==> config.mk <==
export PLATFORM = sky130hd
export DESIGN_NAME = tscal_out_reg
export DESIGN_NICKNAME = d
export VERILOG_FILES = /design/src/sv/tscal_pkg.sv /design/src/sv/tscal_out_reg.sv
export SDC_FILE = /design/constraint.sdc
export NUM_CORES = 1
export LEC_CHECK = 0
export ABC_AREA = 0
export BUFFER_PORTS_ARGS = -buffer_cell sky130_fd_sc_hd__buf_4
export CORE_AREA = 2 2 39 41
export DETAILED_ROUTE_END_ITERATION = 16
export DIE_AREA = 0 0 41 43
export GPL_TIMING_DRIVEN = 0
export HOLD_SLACK_MARGIN = 0.12
export PLACE_DENSITY = 0.61
export SLEW_MARGIN = 40
export SYNTH_ARGS = -nofsm -noshare
export SYNTH_HDL_FRONTEND = slang
export SYNTH_SLANG_ARGS = --single-unit
==> constraint.sdc <==
create_clock -name aclk -period 0.8 [get_ports aclk]
set_input_delay 0.08 -clock aclk [delete_from_list [all_inputs] [get_ports aclk]]
set_output_delay 0.08 -clock aclk [all_outputs]
set_load 0.05 [all_outputs]
==> src/sv/tscal_pkg.sv <==
`default_nettype none
// ----------------------------------------------------------------------------
// tscal_pkg
// Shared types, sizes and codes of the transform slot cache allocator.
// ----------------------------------------------------------------------------
package tscal_pkg;

    // pool sizes
    localparam int SLOTS     = 256;
    localparam int OBJECTS   = 256;
    localparam int SLOT_AW   = $clog2(SLOTS);
    localparam int OBJ_AW    = $clog2(OBJECTS);
    localparam int CLR_DEPTH = (SLOTS > OBJECTS) ? SLOTS : OBJECTS;
    localparam int IDX_W     = $clog2(CLR_DEPTH + 1);

    // operation codes
    localparam logic [1:0] OP_REQUEST    = 2'd0;
    localparam logic [1:0] OP_TICK       = 2'd1;
    localparam logic [1:0] OP_INVALIDATE = 2'd2;

    // entry codes
    localparam logic [1:0]        AGE_FREE   = 2'd2;
    localparam logic signed [8:0] OWNER_NONE = -9'sd1;
    localparam logic [OBJ_AW:0]   OBJ_NONE   = '1;
    localparam logic [SLOT_AW:0]  SLOT_NONE  = '1;

    typedef struct packed {
        logic [1:0]        age;
        logic signed [8:0] owner;
        logic [OBJ_AW:0]   obj;    // all ones: no object bound
    } slot_entry_t;

    localparam slot_entry_t SLOT_ENTRY_FREE = '{age: AGE_FREE, owner: OWNER_NONE, obj: OBJ_NONE};

    typedef struct packed {
        logic        is_free;
        logic        owner_hit;
        logic        owned;
        logic        expires;
        slot_entry_t aged;
    } slot_eval_t;

    typedef struct packed {
        logic [7:0] slot_index;
        logic       needs_fill;
        logic       fallback_used;
    } result_t;

endpackage : tscal_pkg
`default_nettype wire

==> src/sv/tscal_out_reg.sv <==
`default_nettype none
// ----------------------------------------------------------------------------
// tscal_out_reg
// Result register: hold one finished transaction until the sink takes it.
// ----------------------------------------------------------------------------
module tscal_out_reg
    import tscal_pkg::*;
(
    input  logic       aclk,
    input  logic       aresetn,
    input  logic       load,
    input  result_t    res_in,
    output logic       can_load,
    output logic       m_valid,
    input  logic       m_ready,
    output logic [7:0] m_slot_index,
    output logic       m_needs_fill,
    output logic       m_fallback_used
);

    logic    valid_reg;
    result_t data_reg;

    assign can_load = !valid_reg || m_ready;

    always_ff @(posedge aclk) begin
        if (!aresetn) begin
            valid_reg <= 1'b0;
        end else if (load) begin
            valid_reg <= 1'b1;
        end else if (m_ready) begin
            valid_reg <= 1'b0;
        end
    end

    always_ff @(posedge aclk) begin
        if (load) begin
            data_reg <= res_in;
        end
    end

    assign m_valid         = valid_reg;
    assign m_slot_index    = data_reg.slot_index;
    assign m_needs_fill    = data_reg.needs_fill;
    assign m_fallback_used = data_reg.fallback_used;

endmodule : tscal_out_reg
`default_nettype wire

==> flow_summary.toml <==
[status]
status = "complete, but fails checks"
violations = "setup timing"

[placed_design]
port_buffers = 25
dp_hpwl_um = 605
post-place-ws_ns = 0.133
place_area_um2 = 561
dp.cells = 55
place_congestion = 0.643

[sta]
min_period_ns = 0.917
period_share = 1.15
hold_slack_ns = 0.127
finalHoldViolCount = 0
fmax_mhz = 1090
report.final.slew_viol_count = 0
setup_ws_ns = -0.117
worst_pin_slew_ns = 0.137
fin_setup_tns_ns = -1.07
rsz0062_at_grt = "true"
clock_skew_ns = 0
max_slew_margin = 0.909
finalSetupViolCount = 12

[route]
drcViolationCount = 0
wl_um = 813
ant_nets = 0
routedWlPerCell_um = 11.5
drt_iter0_drc = 0
routed_via_density = 4.01
vias = 285
first_pass_iters = 1

[grt]
grt_max_degree = 12
antenna_found_initial = 0
grt_pass1_vias = 336
grt_use_met3 = 0.0366
globalRouteTotalUtil = 0.118
use_met1 = 0.108
grt_pass1_wl_um = 1260
grt-ovfl-total = 0
busiest_layer = "met2"
met2_usage = 0.184

[clock_tree]
clkSlewWorstSetupHoldPaths_ns = 0.07
clk_latency_ns = 0.26
cts-root-buf = "clkbuf_4"
cts_tree = "yes"
cts.sinks = 11
cts.htree.levels = 1
cts_buffers = 3
cts_buffer_depth = 2

[synth]
ys_ff_latch = 11
synth-adder-area-share = 0
synth_fp_nets = 28
synth_top_family_by_area = "simple AND/OR/NAND/NOR gates"
synth_area_um2 = 349
synth_area_leaders = "edfxtp_1, dfxtp_1, nand2b_4"
synth_simple_gate_area_frac = 0.0394
synth_cells = 14
yosysTopAreaCell = "edfxtp_1"
syn_area_per_cell_um2 = 24.9
synth_compound_area_frac = 0.0323
seq_area_frac_synth = 0.918
synth_top_area_frac = 0.860
synthMuxAreaShare = 0
synth-xor-area-share = 0
yosysWarnings = 0
yosys.cell_types.count = 5

[setup_path]
start_kind = "flop"
slowest_stage = "edfxtp_1"
required_ns = 0.72
endpoint_kind = "output port"
crit_fanout = 1
slowest_delay_ns = 0.40
crit_family = "flip-flops"
arrival_ns = 0.84
path_buf_inv = 1
crit_chain = "buf_6"
crit_type = "flop to output port"

[final_layout]
syn_to_final_growth_pct = 117
final_cell_count_no_fill = 71
diodes = 0
nets = 70
finalInstanceArea_um2 = 757
fillers = 122
drive_gt1_frac = 0.582

[floorplanning]
pin_count = 26
fp.dieH_um = 43
dieArea_mm2 = 0.00176
coreArea_mm2 = 0.00138
die_w_um = 41
rows = 14
initial_core_util = 0.252

[pwr]
power_density_mw_per_mm2 = 1900
leakagePower_nw = 0.326
irDropWorstVdd_mv = 0.775

[hold_path]
hp-class = "input pin to flop"

[flow_run]
maxCapViolations = 0
-- stage by stage --
step,utilization,power [mW]
after CTS,0.539,1.47
after floorplan,-,0.878
after detailed placement,0.405,1.01
after global placement,0.405,1.00
final,0.547,1.44
after global routing,0.547,1.52
-- what timing repair did --
action	4_1_cts	5_1_grt
resized for setup	13	1
endpoints found under the setup margin	12	12
setup buffers	0	1
hold endpoints to repair	11	0
hold buffers	11	0
-- cells in the mapped netlist, drive strengths merged --
master,n
a21boi,1
edfxtp,10
nand2b,1
inv,1
dfxtp,1
-- power breakdown --
part           switching [mW]  internal, mW  leakage [nW]  total, mW
logic                   0.208         0.172         0.204      0.381
clock network           0.169         0.193        0.0150      0.361
registers              0.0237         0.676         0.107      0.699
-- area by class of cell --
cell class / instances / area [um2] / area share
Timing Repair Buffer: 37 / 358 / 0.473
Sequential cell: 11 / 324 / 0.428
Clock buffer: 4 / 26.3 / 0.0347
Multi-Input combinational cell: 2 / 25.0 / 0.0331
Tap cell: 16 / 20.0 / 0.0264
Inverter: 1 / 3.75 / 0.00496
-- cell families after synthesis --
| logic type | Yosys count |
|---|---|
| AO/OA/AOI/OAI | 1 |
| buffers and inverters | 1 |
| flip-flops | 11 |
| AND/OR/NAND/NOR | 1 |
-- final timing paths --
check / start / endpoint / slack (ns) / cells after the start
setup / recovery: m_slot_index[4] / m_slot_index[4] / -0.12 / 1
hold / removal: load / m_fallback_used / 0.13 / 1
setup reg to reg: m_valid / m_valid / 0.08 / 3
hold reg to reg: m_valid / m_valid / 0.60 / 3
-- registers in the layout (all words and copies together), names as in the netlist --
name / flops
m_fallback_used: 1
m_needs_fill: 1
m_valid: 1
m_slot_index: 8
-- cell usage in the layout (no fill, tap or decap) --
master	synthesis	routed
buf_8	0	2
dfxtp_4	0	1
edfxtp_1	10	10
inv_1	1	1
buf_4	0	14
clkbuf_4	0	3
clkbuf_1	0	1
a21boi_2	1	1
dlygate4sd3_1	0	11
buf_6	0	10
nand2b_4	1	1
-- per-layer routing --
metal,wire (um),share of wire
met5,0,0
met4,10,0.012
met3,95,0.12
met2,394,0.48
met1,314,0.39
No activity file was read; power rests on OpenSTA's default activity.
