**src/sv/tscal_pkg.sv**
```systemverilog
`default_nettype none
// ----------------------------------------------------------------------------
// tscal_pkg
// Shared types, sizes and codes of the transform slot cache allocator.
// ----------------------------------------------------------------------------
package tscal_pkg;

    // pool sizes
    localparam int SLOTS     = 256;
    localparam int OBJECTS   = 256;
    localparam int SLOT_AW   = $clog2(SLOTS);
    localparam int OBJ_AW    = $clog2(OBJECTS);
    localparam int CLR_DEPTH = (SLOTS > OBJECTS) ? SLOTS : OBJECTS;
    localparam int IDX_W     = $clog2(CLR_DEPTH + 1);

    // operation codes
    localparam logic [1:0] OP_REQUEST    = 2'd0;
    localparam logic [1:0] OP_TICK       = 2'd1;
    localparam logic [1:0] OP_INVALIDATE = 2'd2;

    // entry codes
    localparam logic [1:0]        AGE_FREE   = 2'd2;
    localparam logic signed [8:0] OWNER_NONE = -9'sd1;
    localparam logic [OBJ_AW:0]   OBJ_NONE   = '1;
    localparam logic [SLOT_AW:0]  SLOT_NONE  = '1;

    typedef struct packed {
        logic [1:0]        age;
        logic signed [8:0] owner;
        logic [OBJ_AW:0]   obj;    // all ones: no object bound
    } slot_entry_t;

    localparam slot_entry_t SLOT_ENTRY_FREE = '{age: AGE_FREE, owner: OWNER_NONE, obj: OBJ_NONE};

    typedef struct packed {
        logic        is_free;
        logic        owner_hit;
        logic        owned;
        logic        expires;
        slot_entry_t aged;
    } slot_eval_t;

    typedef struct packed {
        logic [7:0] slot_index;
        logic       needs_fill;
        logic       fallback_used;
    } result_t;

endpackage : tscal_pkg
`default_nettype wire

```
**src/sv/tscal_slot_eval.sv**
```systemverilog
`default_nettype none
// ----------------------------------------------------------------------------
// tscal_slot_eval
// Shared slot unit: free test, owner compare and aging of one slot entry.
// ----------------------------------------------------------------------------
module tscal_slot_eval
    import tscal_pkg::*;
(
    input  slot_entry_t       entry,
    input  logic signed [8:0] region,
    output slot_eval_t        eval
);

    logic [2:0] age_sum;

    always_comb begin
        age_sum        = {1'b0, entry.age} + 3'd1;
        eval.is_free   = (entry.age >= AGE_FREE) && (entry.owner == OWNER_NONE);
        eval.owner_hit = (entry.owner == region);
        eval.owned     = !entry.owner[8];
        eval.expires   = eval.owned && (age_sum >= {1'b0, AGE_FREE});
        if (eval.expires) begin
            eval.aged = SLOT_ENTRY_FREE;
        end else if (eval.owned) begin
            eval.aged = '{age: age_sum[1:0], owner: entry.owner, obj: entry.obj};
        end else begin
            eval.aged = entry;
        end
    end

endmodule : tscal_slot_eval
`default_nettype wire

```
**config.mk**
```make
export PLATFORM = sky130hd
export DESIGN_NAME = tscal_slot_eval
export DESIGN_NICKNAME = d
export VERILOG_FILES = /design/src/sv/tscal_pkg.sv /design/src/sv/tscal_slot_eval.sv
export SDC_FILE = /design/constraint.sdc
export NUM_CORES = 1
export LEC_CHECK = 0
export BUFFER_PORTS_ARGS = -buffer_cell sky130_fd_sc_hd__buf_2
export CELL_PAD_IN_SITES_DETAIL_PLACEMENT = 1
export CELL_PAD_IN_SITES_GLOBAL_PLACEMENT = 1
export CORE_ASPECT_RATIO = 0.75
export CORE_MARGIN = 2
export CORE_UTILIZATION = 15
export DETAILED_ROUTE_END_ITERATION = 10
export MAX_ROUTING_LAYER = met4
export PLACE_DENSITY_LB_ADDON = 0.1
export SETUP_SLACK_MARGIN = 0.1
export SLEW_MARGIN = 20
export SYNTH_ARGS = -nofsm -noshare
export SYNTH_HDL_FRONTEND = slang
export SYNTH_SLANG_ARGS = --single-unit
```
**constraint.sdc**
```tcl
create_clock -name vclk -period 0.8
set_input_delay 0.04 -clock vclk [all_inputs]
set_output_delay 0.04 -clock vclk [all_outputs]
set_load 0.02 [all_outputs]
```
==> metrics, run 1 <==
Die X 57.9 um; share of cells above drive strength 1 93.2%; # rows 14; number of port buffers 53; DPL Wire Length 1390 um; register area 0 um^2; peak supply drop 0.325 mV; Worst Path Buf+Inv 4; FILL cells 239; crit path max fanout 7; Worst Setup SP entry[18]; DRC errors left 0; syn nets 77; Synth Instances 46; final-report hold violation count 0; Initial Util 16.1%; Critical Path Sink Type output pin; clock buffers 0; Tcrit/Tclk final 116%; Vias 591; Synth Area in Compound Gates 5.36%; Min-Delay Startpoint entry[2]; CP Class in2out; post-synth top area cell or2_2; RSZ-0062 raised after global routing yes; initial antenna violation count 0; type of the worst min-delay path in2out; worst setup margin -129 ps; Area Overhead vs Synth 259%; Ports 53; pre-CTS setup slack -255 ps; top post-synthesis cells by area or2_2 29%, xnor2_1 19%, ha_1 7.7%; Die H 44.4 um; fin. max-slew vios 0; Fmax achieved 1080 MHz; core area 2030 um^2; PD cells 644 nW/um^2; Worst Setup Start Kind input port; mux cell area share after synthesis 0%; Die ar. 2570 um^2; n_diodes 0; GRT Residual Overflow 0; total global-route track usage 13.6%; gpl congestion 0.688; max-capacitance violation count 0; FFs & Latches 0; Mean Syn Cell Area 7.10 um^2; global-route wire length before repair 2730 um; drt first pass iters 2; post-synth top area share 28.7%; Critical Path AT 890 ps; fraction of synthesized cell area in xor and xnor cells 24.1%; Layout Nets 151; DRT antenna net count 0; vias per cell 4.16; required time of the worst setup path 760 ps; Worst-Margin Slew 250 ps; area share of and/or/nand/nor cells after synthesis 52.5%; max incr delay on CP 240 ps; post-synthesis adder-cell area fraction 7.66%; initial DRC count 2; status complete, but fails checks; largest family of logic cells by synthesized area simple AND/OR/NAND/NOR gates; # setup viols final 23; Crit path max-delay family buffers and inverters; Crit-path slowest cell or2_4; Yosys Warn Count 0; slew margin rel. 83.3%; worst hold slack 356 ps; final wirelength 1750 um; largest net degree at the start of global routing 8; Seq/Total Area, Yosys 0%; commonest cells in the synthesized netlist 15 x or2_2, 7 x xnor2_1, 3 x inv_1; finished layout cell area 1170 um^2; CP Depth 7; CP endpoint eval[12]; vias in the first global route 611; Lkg Pwr 0.575 nW; minimum clock period 929 ps; post-synth cell types 18; top-count cell post-synth or2_2; CP cell instances buf_8 > inv_8 > ha_4 > nor2_4 > buf_12 > or2_4 > buf_6; Pwr Total 0.755 mW; violated checks setup timing; DP Area 841 um^2; synthesized cell area 327 um^2; WL/cell 12.3 um
## kinds of logic after synthesis
logic type	Yosys count
simple gates	27
fa+ha+maj	2
buf+inv	5
compound gates	3
xor+xnor	9
## power breakdown
| group | internal [mW] | leakage (nW) | switching (mW) |
|---|---|---|---|
| combinational | 0.449 | 0.575 | 0.306 |
| clock | 0 | 0 | 0 |
| sequential | 0 | 0 | 0 |
| total | 0.449 | 0.575 | 0.306 |
## placed cells by master, fill, tap and decap left out, drive strengths merged
master  instances
nand4           2
xnor2           7
nand3           2
nor2            2
inv             3
nor3            1
o21ai           1
nand2b          1
nor4            1
ha              2
a21oi           1
nand2           1
or2            17
buf            74
xor2            2
o211ai          1
## per-stage QoR
step,TNS (ps),instances,utilization [%]
finish,-2070,142,57.7
global route,-3000,142,57.7
CTS,-2170,140,54.7
detailed placement,-4260,137,41.4
global placement,-4000,137,41.4
floorplan,0,46,-
## worst min-delay path, stage by stage
cell	delay, ps
buf_2	70
or2_4	100
buf_6	100
## area by class of cell
type,count,area [um^2],area share [%]
well taps,24,30.0,2.56
repair buffers,74,657,56.0
inverters,3,31.3,2.67
multi-input cells,41,454,38.7
## worst min path at each step
stage,cells after the start,slack (ps),end
CTS,3,360,eval[0]
floorplan,1,160,eval[18]
finish,3,360,eval[2]
global placement,3,380,eval[7]
detailed placement,3,380,eval[7]
global route,3,370,eval[4]
## layer usage
metal / track usage, % / vias up / part of all wire (%)
li1: - / 296 / -
met1: 16.8 / 274 / 37
met2: 26.6 / 21 / 58
met3: 0.292 / 0 / 4.5
met4: 0 / 0 / 0
met5: - / - / 0
## timing repair
item	CTS	global route
gates cloned	1	0
buffers inserted	3	2
resized for setup	69	10
hold buffers	0	0
pin swaps	12	6
endpoints found under the setup margin	23	23
Note: power is estimated with default switching activity, not from simulation.
==> run 2: changes to the inputs <==
--- a/config.mk
+++ b/config.mk
@@ -6,14 +6,11 @@
 export NUM_CORES = 1
 export LEC_CHECK = 0
 export BUFFER_PORTS_ARGS = -buffer_cell sky130_fd_sc_hd__buf_2
-export CELL_PAD_IN_SITES_DETAIL_PLACEMENT = 1
-export CELL_PAD_IN_SITES_GLOBAL_PLACEMENT = 1
-export CORE_ASPECT_RATIO = 0.75
-export CORE_MARGIN = 2
-export CORE_UTILIZATION = 15
+export CORE_AREA = 2 2 39 41
 export DETAILED_ROUTE_END_ITERATION = 10
+export DIE_AREA = 0 0 41 43
 export MAX_ROUTING_LAYER = met4
-export PLACE_DENSITY_LB_ADDON = 0.1
+export PLACE_DENSITY = 0.75
 export SETUP_SLACK_MARGIN = 0.1
 export SLEW_MARGIN = 20
 export SYNTH_ARGS = -nofsm -noshare
==> run 2 against run 1 <==
Effect of this change:
- largest cell class unchanged
- the run still ends with setup timing left
- first-iteration DRC count unchanged
- final area increased by 1.2%
- via count increased by 2.7%
- clock-buffer cell count unchanged
- maximum frequency decreased by 4.5%
- non-clock buffer count decreased by 1
- largest power group unchanged
- global-route usage increased by 8.4 points
==> metrics, run 2 (same netlist as run 1, synthesis figures left out) <==
share of cells above drive strength 1 93.2% (about the same); Vias 607 (was 591); DRC errors left 0 (unchanged); WL met3 159 um (was 78 um); # rows 14 (unchanged); initial DRC count 2 (unchanged); RSZ-0062 raised after global routing yes (unchanged); CP Class in2out (unchanged); Die X 41 um (was 57.9 um); minimum clock period 972 ps (was 929 ps); type of the worst min-delay path in2out (unchanged); top routing layer used met4 (was met3); clock buffers 0 (unchanged); number of port buffers 53 (unchanged); Tcrit/Tclk final 122% (was 116%); Fmax achieved 1030 MHz (was 1080 MHz); n_diodes 0 (unchanged); Critical Path AT 930 ps (was 890 ps); core area 1380 um^2 (was 2030 um^2); DPL Wire Length 1150 um (was 1390 um); required time of the worst setup path 760 ps (about the same); Internal Power 0.466 mW (was 0.449 mW); most common cell after layout, fill and taps aside buf_6 (unchanged); Lkg Pwr 0.583 nW (was 0.575 nW); DRT antenna net count 0 (unchanged); Worst Setup Start Kind input port (unchanged); Clock Power Share 0% (about the same); Worst-Margin Slew 271 ps (was 250 ps); PD cells 664 nW/um^2 (was 644 nW/um^2); WL/cell 15.4 um (was 12.3 um); status complete, but fails checks (unchanged); FILL cells 81 (was 239); hold_buf cts 0 (unchanged); combinational power share 100.0% (about the same); drt first pass iters 2 (unchanged); global-route wire length before repair 2650 um (was 2730 um); Initial Util 23.6% (was 16.1%); peak supply drop 0.388 mV (was 0.325 mV); Area Overhead vs Synth 263% (was 259%); Layout Nets 150 (was 151); pre-CTS setup slack -281 ps (was -255 ps); Critical Path Sink Type output pin (unchanged); max-capacitance violation count 0 (unchanged); final wirelength 2040 um (was 1750 um); Reg power frac 0% (about the same); Die H 43 um (was 44.4 um); Switching Share 40.8% (was 40.6%); initial antenna violation count 0 (unchanged); largest net degree at the start of global routing 10 (was 8); most frequent cells in the layout 27 x buf_6, 20 x buf_4, 19 x buf_2 (was 25 x buf_6, 23 x buf_2, 21 x buf_4); FFs & Latches 0 (unchanged); vias per cell 4.56 (was 4.16); Met2 Routed Length 1240 um (was 1020 um); register area 0 um^2 (unchanged); Pwr Total 0.787 mW (was 0.755 mW); multi-input logic area 445 um^2 (was 454 um^2); fin. max-slew vios 0 (unchanged); GRT Residual Overflow 0 (unchanged); met1 wire length 627 um (was 651 um); gpl congestion 0.648 (was 0.688); slew margin rel. 81.9% (was 83.3%); Die ar. 1760 um^2 (was 2570 um^2); Ports 53 (unchanged); total global-route track usage 22.0% (was 13.6%); crit path max fanout 9 (was 7); violated checks setup timing (unchanged); # setup viols final 22 (was 23); P_sw 0.321 mW (was 0.306 mW); worst setup margin -172 ps (was -129 ps); final-report hold violation count 0 (unchanged); vias in the first global route 617 (was 611)
==> run 2: layout make-up <==
type / instances / share of cell area [%]
tap: 16 / 1.69
multi-input combinational: 41 / 37.6
inverter: 3 / 2.64
timing repair buffer: 73 / 58.1
==> run 2: power by group through the flow <==
stage	combinational [mW]	sequential (mW)	clock [mW]
floorplan	0.296	0	0
detailed placement	0.509	0	0
finish	0.787	0	0
global placement	0.497	0	0
global route	0.827	0	0
CTS	0.737	0	0
==> run 2: repair_timing <==
action	in CTS	in global routing
pin swaps	14	4
cloned	2	0
setup endpoints to repair	23	23
gates resized for setup	70	13
buffers inserted	4	2
==> run 2: metal layers <==
layer  vias to the layer above  GRT usage (%)
li1                        292              -
met1                       282           20.3
met3                         2           1.05
met2                        31           46.6
met5                         -              -
met4                         0              0
==> run 2: path summary, 6_finish.rpt <==
kind	from	to	slack, ps	depth (start not counted)
max	entry[19]	eval[5]	-170	7
min	entry[7]	eval[7]	350	3
==> run 2: metrics by stage <==
stage               utilization [%]  cells  hold WS (ps)  instance area (um^2)  setup TNS, ps
floorplan                         -     46           163                   435              0
global placement               57.0    125           382                   788          -4650
detailed placement             57.0    125           382                   788          -5530
CTS                            81.8    131           354                  1130          -3160
global route                   85.7    133           361                  1190          -3300
finish                         85.7    133           354                  1190          -2660
==> run 2: critical path, cell delays in order <==
cell    delay [ps]
buf_12         110
inv_12          40
ha_4           140
nor2_4          50
buf_12         130
or2_2          280
buf_6          130
